## src/sv/ossu_pkg.sv

```systemverilog
package ossu_pkg;

    typedef enum logic {
        CMD_INSERT = 1'b0,
        CMD_DELETE = 1'b1
    } t_cmd;

    typedef enum logic [1:0] {
        ST_OK    = 2'd0,
        ST_FULL  = 2'd1,
        ST_RANGE = 2'd2
    } t_status;

    typedef struct packed {
        t_cmd               cmd;
        logic signed [31:0] key;
        logic [7:0]         position;
    } t_in;

    typedef struct packed {
        logic [7:0] rank;
        t_status    status;
    } t_out;

    typedef struct packed {
        logic ins;
        logic del;
    } t_cell_ctl;

endpackage

```

## src/sv/ossu_cell.sv

```systemverilog
module ossu_cell #(
    parameter int KEY_WIDTH = 32,
    parameter int PW        = 9,
    parameter int IDX       = 0
) (
    input  logic                        i_clk,
    input  ossu_pkg::t_cell_ctl         i_ctl,
    input  logic signed [KEY_WIDTH-1:0] i_key,
    input  logic [PW-1:0]               i_pos,
    input  logic [PW-1:0]               i_count,
    input  logic signed [KEY_WIDTH-1:0] i_left_key,
    input  logic                        i_left_gt,
    input  logic signed [KEY_WIDTH-1:0] i_right_key,
    output logic signed [KEY_WIDTH-1:0] o_key,
    output logic                        o_gt
);
    import ossu_pkg::*;

    localparam logic [PW-1:0] MY_IDX = PW'(IDX);

    logic signed [KEY_WIDTH-1:0] r_key;
    logic signed [KEY_WIDTH-1:0] n_key;
    logic                        occupied;
    logic                        at_or_after;

    assign occupied    = MY_IDX < i_count;
    assign at_or_after = MY_IDX >= i_pos;
    assign o_gt        = occupied && (r_key > i_key);
    assign o_key       = r_key;

    always_comb begin
        n_key = r_key;
        if (i_ctl.ins) begin
            if (o_gt) begin
                n_key = r_key;
            end else if (i_left_gt) begin
                n_key = i_key;
            end else begin
                n_key = i_left_key;
            end
        end else if (i_ctl.del && at_or_after) begin
            n_key = i_right_key;
        end
    end

    always_ff @(posedge i_clk) begin
        r_key <= n_key;
    end

endmodule

```

## config.mk

```make
export PLATFORM = sky130hd
export DESIGN_NAME = ossu_cell
export DESIGN_NICKNAME = d
export VERILOG_FILES = /design/src/sv/ossu_pkg.sv /design/src/sv/ossu_cell.sv
export SDC_FILE = /design/constraint.sdc
export NUM_CORES = 1
export LEC_CHECK = 0
export BUFFER_PORTS_ARGS = -buffer_cell sky130_fd_sc_hd__buf_2
export CAP_MARGIN = 20
export CORE_AREA = 8 8 73 100
export CTS_CLUSTER_DIAMETER = 150
export DETAILED_ROUTE_END_ITERATION = 7
export DIE_AREA = 0 0 81 108
export PLACE_DENSITY_LB_ADDON = 0.2
export SKIP_LAST_GASP = 1
export SLEW_MARGIN = 20
export SYNTH_ARGS = -nofsm -noshare
export SYNTH_HDL_FRONTEND = slang
export SYNTH_SLANG_ARGS = --single-unit
export TNS_END_PERCENT = 30
```

## constraint.sdc

```tcl
create_clock -name i_clk -period 4 [get_ports i_clk]
set_input_delay 0.6 -clock i_clk [delete_from_list [all_inputs] [get_ports i_clk]]
set_output_delay 0.6 -clock i_clk [all_outputs]
set_load 0.01 [all_outputs]
```

== Word level (Yosys, flattened, before mapping) ==
Index checks and enable logic that the tools add are counted.

* Order comparisons: 3
* Equality and inequality tests: 1
* Mux-type cells: 4
* Reduce and logical (&&, ||, !) cells: 4

{| class="wikitable"
|+ Operators by type and width
! kind !! number
|-
| two-way mux 32 bit || 4
|-
| greater-than comparator 32 bit || 1
|-
| >= comparator 1 x 9 -> 1 bit (first input constant) || 1
|-
| less-than comparator 1 x 9 -> 1 bit (first input constant) || 1
|-
| logical AND 1 bit || 2
|-
| != test 2 bit (second input constant) || 1
|-
| AND reduction 2 bit || 1
|-
| nonzero test 2 bit || 1
|}

* Register bits after elaboration: 32
* Output and inout port bits: 33

== Depth between registers and ports, before layout ==
Gate-level depths: netlist of the first run.

* Depth after elaboration: 4
* Depth in mapped cells: 8
* Depth with buffers taken out: 8

== Least setup slack after synthesis of the first run ==
Ideal clock, no wire load.

* Path kind: input-to-reg
* Start point: in i_key[14]
* End point: reg r_key[0], in the netlist o_key[0], enable pin
* Arrival: 2.828 ns
* Required time: 3.601 ns
* Setup slack: 0.773 ns
* Stages on the path: 8
* Path through: inv_1 -> ha_1 -> a21oi_2 -> nand2_1 -> a221o_1 -> o31a_1 -> or4b_4 -> a31o_1

* Word-level cells in the longest chain between the ends: 4

{| class="wikitable"
|+ RTL lines
! what !! RTL line !! RTL
|-
| from (decl) || ossu_cell.sv:8 || <nowiki>input logic signed [KEY_WIDTH-1:0] i_key,</nowiki>
|-
| greater-than comparator 32 bit || ossu_cell.sv:28 || <nowiki>assign o_gt = occupied && (r_key > i_key);</nowiki>
|-
| logical AND 1 bit || ossu_cell.sv:28 ||
|-
| != test 2 bit (no source line) || - ||
|-
| AND reduction 2 bit (no source line) || - ||
|-
| to (signal assigned) || ossu_cell.sv:47 || <nowiki>r_key <= n_key;</nowiki>
|-
| to (decl) || ossu_cell.sv:21 || <nowiki>logic signed [KEY_WIDTH-1:0] r_key;</nowiki>
|}

No other way between the ends.
A chain may end at the register's enable or synchronous reset.

== Worst setup path in the final report of the first run ==
* Start point: in i_key[5]
* End point: out o_gt

* Word-level cells in the longest chain between the ends: 2

{| class="wikitable"
|+ RTL lines
! what !! RTL line !! RTL
|-
| greater-than comparator 32 bit || ossu_cell.sv:28 ||
|-
| logical AND 1 bit || ossu_cell.sv:28 ||
|-
| to (decl) || ossu_cell.sv:15 || <nowiki>output logic o_gt</nowiki>
|}

No other way between the ends.

==> results of run 1 <==
worst paths after layout:
kind                            cells after the start  slack (ns)   endpoint             from
worst max-delay path                               10        0.74       o_gt         i_key[5]
worst min-delay path                                3        0.64  o_key[22]  i_right_key[22]
worst max register to register                      8        1.08  o_key[21]         o_key[7]
worst min register to register                      4        1.38   o_key[8]        o_key[31]
routing by layer:
metal,vias up,share of wire [%]
met4,0,1.0
met2,98,51
li1,1253,-
met1,1071,38
met5,-,0
met3,6,9.6
layout by cell type (no fill, tap or decap):
master,instances
a2111oi_0,1
a211oi_1,1
a21o_1,1
a21oi_1,44
a21oi_2,1
a221o_1,1
a22oi_1,1
a31o_1,1
a31oi_1,1
buf_2,150
buf_4,2
clkbuf_1,2
clkbuf_8,5
clkinv_1,1
edfxtp_1,32
ha_1,32
inv_1,32
mux2i_1,32
nand2_1,9
nand3_1,3
nand4_1,8
nor2_1,37
nor2b_1,1
nor3_1,1
nor4_1,5
nor4b_1,1
o211ai_1,3
o21ai_0,3
o31a_1,1
or4b_4,1
area by class of cell:
cell class	count	area (um2)	share of cell area, %
tap	70	87.6	2.60
sequential	32	961	28.5
multi-input combinational	189	1360	40.2
clock inverter	1	3.75	0.111
clock buffer	7	76.3	2.27
inverter	32	120	3.56
timing repair buffer	152	766	22.7
where the power goes:
part | leakage, nW | internal (mW) | switching [mW] | total, mW
combinational | 1.40 | 0.143 | 0.166 | 0.309
clock | 0.0399 | 0.121 | 0.116 | 0.237
sequential | 0.299 | 0.420 | 0.0176 | 0.437
worst reg2reg max path, cell delays in order (launching register included):
cell	delay [ns]
edfxtp_1	0.40
ha_1	0.32
a21oi_1	0.15
o21ai_0	0.13
a221o_1	0.31
o31a_1	0.31
or4b_4	0.52
a31o_1	0.23
buf_4	0.26
stage by stage:
| step | total power, mW | instance area [um2] |
|---|---|---|
| 6_report | 0.983 | 3370 |
| 3_3_place_gp | 0.753 | 3290 |
| 3_5_place_dp | 0.759 | 3290 |
| 4_1_cts | 0.999 | 3370 |
| 5_1_grt | 1.05 | 3370 |
| 2_1_floorplan | 0.617 | 2480 |
synth_stat cells (3+ instances only):
| library cell | number |
|---|---|
| a21oi_1 | 44 |
| nor2_1 | 37 |
| edfxtp_1 | 32 |
| ha_1 | 32 |
| inv_1 | 32 |
| mux2i_1 | 32 |
| nand2_1 | 9 |
| nand4_1 | 8 |
| clkbuf_1 | 7 |
| nor4_1 | 5 |
| buf_1 | 4 |
| nand3_1 | 3 |
| o211ai_1 | 3 |
| o21ai_0 | 3 |
cell families (layout without fill, tap and decap cells):
family | Yosys count | after routing | synth area share (%)
mux | 32 | 32 | 12.9
fa+ha+maj | 32 | 32 | 16.2
buf+inv | 43 | 192 | 6.52
flops | 32 | 32 | 38.8
simple gates | 66 | 66 | 12.2
compound gates | 59 | 59 | 13.4
==> flow_summary_export.csv, run 1 <==
group,metric,value,unit
die,die_h,108,um
clocking,cts_root_buffer,"clkbuf_8",
sta,setup_tns,0,ns
clocking,cts_resized,0,
worst_setup_path,crit_type,"primary input to primary output",
die,core_area,5780,um2
final_layout,areaGrowthSynthToFinish,36.0,%
global_routing,grt_use_met2,29.5,%
place,dp_hpwl,5980,um
power_and_ir_drop,leakage,1.74,nW
logic_synthesis,synth_seq_cells,32,
logic_synthesis,syn-instance-count,264,
final_layout,fin_cells,483,
routing,route.detailed.drc,0,
worst_setup_path,slowest_stage,"or4b_4",
global_routing,antenna_found_initial,0,
sta,clock.fmax,307,MHz
routing,drt_iter0_drc,66,
routing,routed_via_density,5.03,
global_routing,grt_busiest_layer,"met2",
final_layout,finalNetCount,562,
place,io_buffers,150,
routing,antenna_left,0,
worst_setup_path,cpPeakStageDelay,0.52,ns
global_routing,met1_usage,17.5,%
sta,clock_skew,0.00213,ns
final_layout,final_util,58.3,%
routing,firstDrtPassIters,4,
logic_synthesis,ys.flop_type,"edfxtp_1",
worst_setup_path,cp_num_buf_inv,3,
sta,rsz0062_at_grt,"no",
final_layout,nFillCells,547,
die,rows,33,
logic_synthesis,ys_types,27,
logic_synthesis,async_flop_share,0,%
clocking,post_cts_buffers,0,
power_and_ir_drop,ir_drop,192,uV
clocking,cts_max_level,2,
global_routing,grt_pass1_wl,11500,um
clocking,clk_latency,0.28,ns
place,place.gp.congestion,0.796,
sta,setup_violations,0,
logic_synthesis,yosysSeqAreaShare,38.8,%
clocking,clock_sinks,32,
worst_setup_path,cp_common_cell,"buf_2",
routing,routed_wl,7290,um
place,pre_cts_ws,0.716,ns
sta,final-hold-violation-count,0,
hold_path,hp-class,"primary input to flop",
logic_synthesis,syn_area_per_cell,9.38,um2
die,die-width,81,um
clocking,path_clk_slew,0.06,ns
clocking,numCtsBuffers,5,
sta,period_minus_slack,3.26,ns
sta,finalMaxSlewViolations,0,
sta,finalWorstSetupSlack,0.741,ns
run,cap_violations,0,
worst_setup_path,path_cells,"buf_2, inv_1, ha_1, a21oi_1, o21ai_0, a221o_1, o31a_1, or4b_4, nand2_1, buf_2",
final_layout,largest_reg_flops,32,
routing,num_vias,2428,
worst_setup_path,end_kind,"primary output",
routing,wl_per_cell,15.1,um
logic_synthesis,synth_top_area_cell,"edfxtp_1",
sta,tightestPinTransition,0.975,ns
sta,worst_slew_margin_rel,35.0,%
sta,hold-worst-slack,0.637,ns
power_and_ir_drop,p_per_area,292,nW/um2
global_routing,overflow,0,
clocking,cts_tree,"done",
worst_setup_path,cp-start-kind,"primary input",
worst_setup_path,cp_top_family,"compound AO/OA/AOI/OAI gates",
run_status,outcome,"finished, final reports clean",
logic_synthesis,synth_nets,414,
logic_synthesis,synth_area_leaders,"edfxtp_1, ha_1, mux2i_1, a21oi_1, nor2_1",
logic_synthesis,syn_area,2480,um2
global_routing,grt_max_degree,66,
worst_setup_path,path_max_fanout,2,
clocking,clk_path_buf_depth,2,
place,dpl.cell_count,475,
global_routing,grt_pass1_vias,2484,
final_layout,n_antenna_cell,0,
die,initial_core_util,42.9,%
clocking,hold_buffers,0,
sta,timing.final.crit_share,81.5,%
global_routing,use_met3,5.23,%
global_routing,grtUsageTotal,16.3,%
die,ios,151,
final_layout,drive_above_1_share,38.5,%
die,die_area,8750,um2
worst_setup_path,cp_data_arrival_time,2.66,ns
worst_setup_path,required,3.40,ns
logic_synthesis,synth.top_cell.area_share,38.8,%
logic_synthesis,ys_warn_count,0,
logic_synthesis,synth_edf_count,32,
Note: power is estimated with default switching activity, not from simulation.
==> run 2: changes to the inputs <==
==> constraint.sdc (replaced) <==
create_clock -name i_clk -period 3.3 [get_ports i_clk]
set_input_delay 0.495 -clock i_clk [delete_from_list [all_inputs] [get_ports i_clk]]
set_output_delay 0.495 -clock i_clk [all_outputs]
set_load 0.01 [all_outputs]
==> run 2 against run 1 <==
  * Sequential share of layout area down 0.28 points
  * Flip-flop and latch count is the same
  * Combinational power rose by 22%
  * Wire length up 0.38%
  * First-iteration DRC count shrank 29%
  * Setup slack lost 0.55 ns
  * Via count is 1.3% higher
  * Hold slack lost 0.10 ns
  * Cell area up 1.0%
  * Register-to-register slack got worse by 0.63 ns
  * Die area stayed put
==> flow_summary_export.csv, run 2 (synthesis gave the netlist of run 1 again) <==
group,metric,value,unit
sta,clock.fmax,322,MHz
worst_setup_path,cpPeakStageDelay,0.52,ns
power_and_ir_drop,p_int,0.903,mW
global_routing,overflow,0,
sta,setup_violations,0,
worst_setup_path,cp_data_arrival_time,2.61,ns
global_routing,grtUsageTotal,16.7,%
place,io_buffers,150,
power_and_ir_drop,combPwrFrac,29.7,%
worst_setup_path,cp-start-kind,"flop",
routing,route.detailed.drc,0,
power_and_ir_drop,ir_drop,354,uV
final_layout,finalNetCount,563,
final_layout,final_util,58.9,%
global_routing,grt_pass1_wl,11700,um
worst_setup_path,slowest_stage,"or4b_4",
global_routing,grt_max_degree,66,
worst_setup_path,cp_num_buf_inv,1,
sta,setup_tns,0,ns
routing,routed_wl,7310,um
worst_setup_path,required,2.80,ns
worst_setup_path,ff2ff_setup_slack,0.45,ns
final_layout,mostFrequentLayoutCells,"buf_2, a21oi_1, nor2_1",
sta,final-hold-violation-count,0,
final_layout,areaGrowthSynthToFinish,37.4,%
routing,antenna_left,0,
clocking,numCtsBuffers,5,
clocking,hold_buffers,0,
die,rows,33,
place,dpl-instance-area,3300,um2
power_and_ir_drop,switchingPower,0.363,mW
place,place.gp.congestion,0.778,
final_layout,largest_reg_flops,32,
sta,tightestPinTransition,0.971,ns
worst_setup_path,cp_top_family,"compound AO/OA/AOI/OAI gates",
routing,num_vias,2459,
routing,routed_via_density,5.08,
clocking,cts_resized,0,
die,die-width,81,um
sta,period_minus_slack,3.10,ns
power_and_ir_drop,finalPower,1.27,mW
worst_setup_path,crit_type,"flop to primary output",
die,die_area,8750,um2
clocking,cts_max_level,2,
clocking,clk_latency,0.28,ns
clocking,cts_tree,"done",
hold_path,hp-class,"primary input to flop",
final_layout,fin_cells,484,
clocking,path_clk_slew,0.07,ns
die,die_h,108,um
die,core_area,5780,um2
power_and_ir_drop,pwr-share-seq,41.9,%
clocking,cts_root_buffer,"clkbuf_8",
sta,rsz0062_at_grt,"no",
power_and_ir_drop,p_per_area,372,nW/um2
sta,timing.final.crit_share,94.1,%
clocking,clock_sinks,32,
sta,finalMaxSlewViolations,0,
sta,clock_skew,0.00497,ns
run_status,outcome,"finished, final reports clean",
die,ios,151,
run,cap_violations,0,
final_layout,n_antenna_cell,0,
clocking,post_cts_buffers,0,
worst_setup_path,path_cells,"ha_1, a21oi_1, o21ai_0, a221o_1, o31a_1, or4b_4, nand2_1, buf_2",
final_layout,mostFrequentLayoutCell,"buf_2",
clocking,clk_path_buf_depth,2,
final_layout,drive_above_1_share,38.9,%
place,dp_hpwl,6260,um
power_and_ir_drop,clkPwrFrac,28.4,%
power_and_ir_drop,sw_frac_of_total,28.7,%
routing,wl_per_cell,15.1,um
die,initial_core_util,42.9,%
place,dpl.cell_count,476,
global_routing,antenna_found_initial,0,
sta,worst_slew_margin_rel,35.2,%
worst_setup_path,path_max_fanout,3,
global_routing,grt_pass1_vias,2590,
routing,drt_iter0_drc,47,
routing,firstDrtPassIters,4,
power_and_ir_drop,leakage,1.76,nW
worst_setup_path,end_kind,"primary output",
final_layout,final_cell_area,3400,um2
[run 2: cell types whose count changed in the layout (fill, tap and decap cells not counted), sizes merged]
cell / change
clkbuf: -2
bufinv: +1
clkinv: +1
buf: +1
[run 2: worst reg2reg max path, cell delays in order (launching register included)]
cell,delay [ns]
edfxtp_1,0.38
ha_1,0.33
a21oi_1,0.14
o21ai_0,0.13
a221o_1,0.32
o31a_1,0.31
or4b_4,0.52
a31o_1,0.25
buf_4,0.21
[run 2: final cells by class]
class	instances	area [um2]
inverter	32	120
timing repair buffer	153	773
fill	542	2380
clock inverter	3	37.5
clock buffer	5	68.8
multi-input combinational	189	1360
tap	70	87.6
sequential	32	961
[run 2: worst paths after layout]
path,start,end,depth (start not counted)
max,o_key[7],o_gt,8
min,i_right_key[26],o_key[26],3
max reg2reg,o_key[7],o_key[31],8
min reg2reg,o_key[31],o_key[15],4
[run 2: layer usage]
layer,GRT usage [%],up-vias,share of wire [%]
met4,6.79,0,2.6
met3,4.57,15,9.4
met5,0,-,0
li1,-,1251,-
met1,17.7,1089,37
met2,30.1,104,51
[run 2: power by group through the flow]
stage | Clock (mW) | Combinational [mW] | Sequential, mW
3_5_place_dp | 0 | 0.384 | 0.540
4_1_cts | 0.371 | 0.385 | 0.531
3_3_place_gp | 0 | 0.377 | 0.538
5_1_grt | 0.387 | 0.426 | 0.536
2_1_floorplan | 0 | 0.189 | 0.559
6_report | 0.360 | 0.377 | 0.530
[run 2: per-stage QoR]
stage / worst slack (ns) / hold slack [ns]
after floorplan: 0.178 / 0.721
after global placement: 0.260 / 0.815
final: 0.195 / 0.533
after global routing: 0.0704 / 0.541
after CTS: 0.165 / 0.526
after detailed placement: 0.182 / 0.824
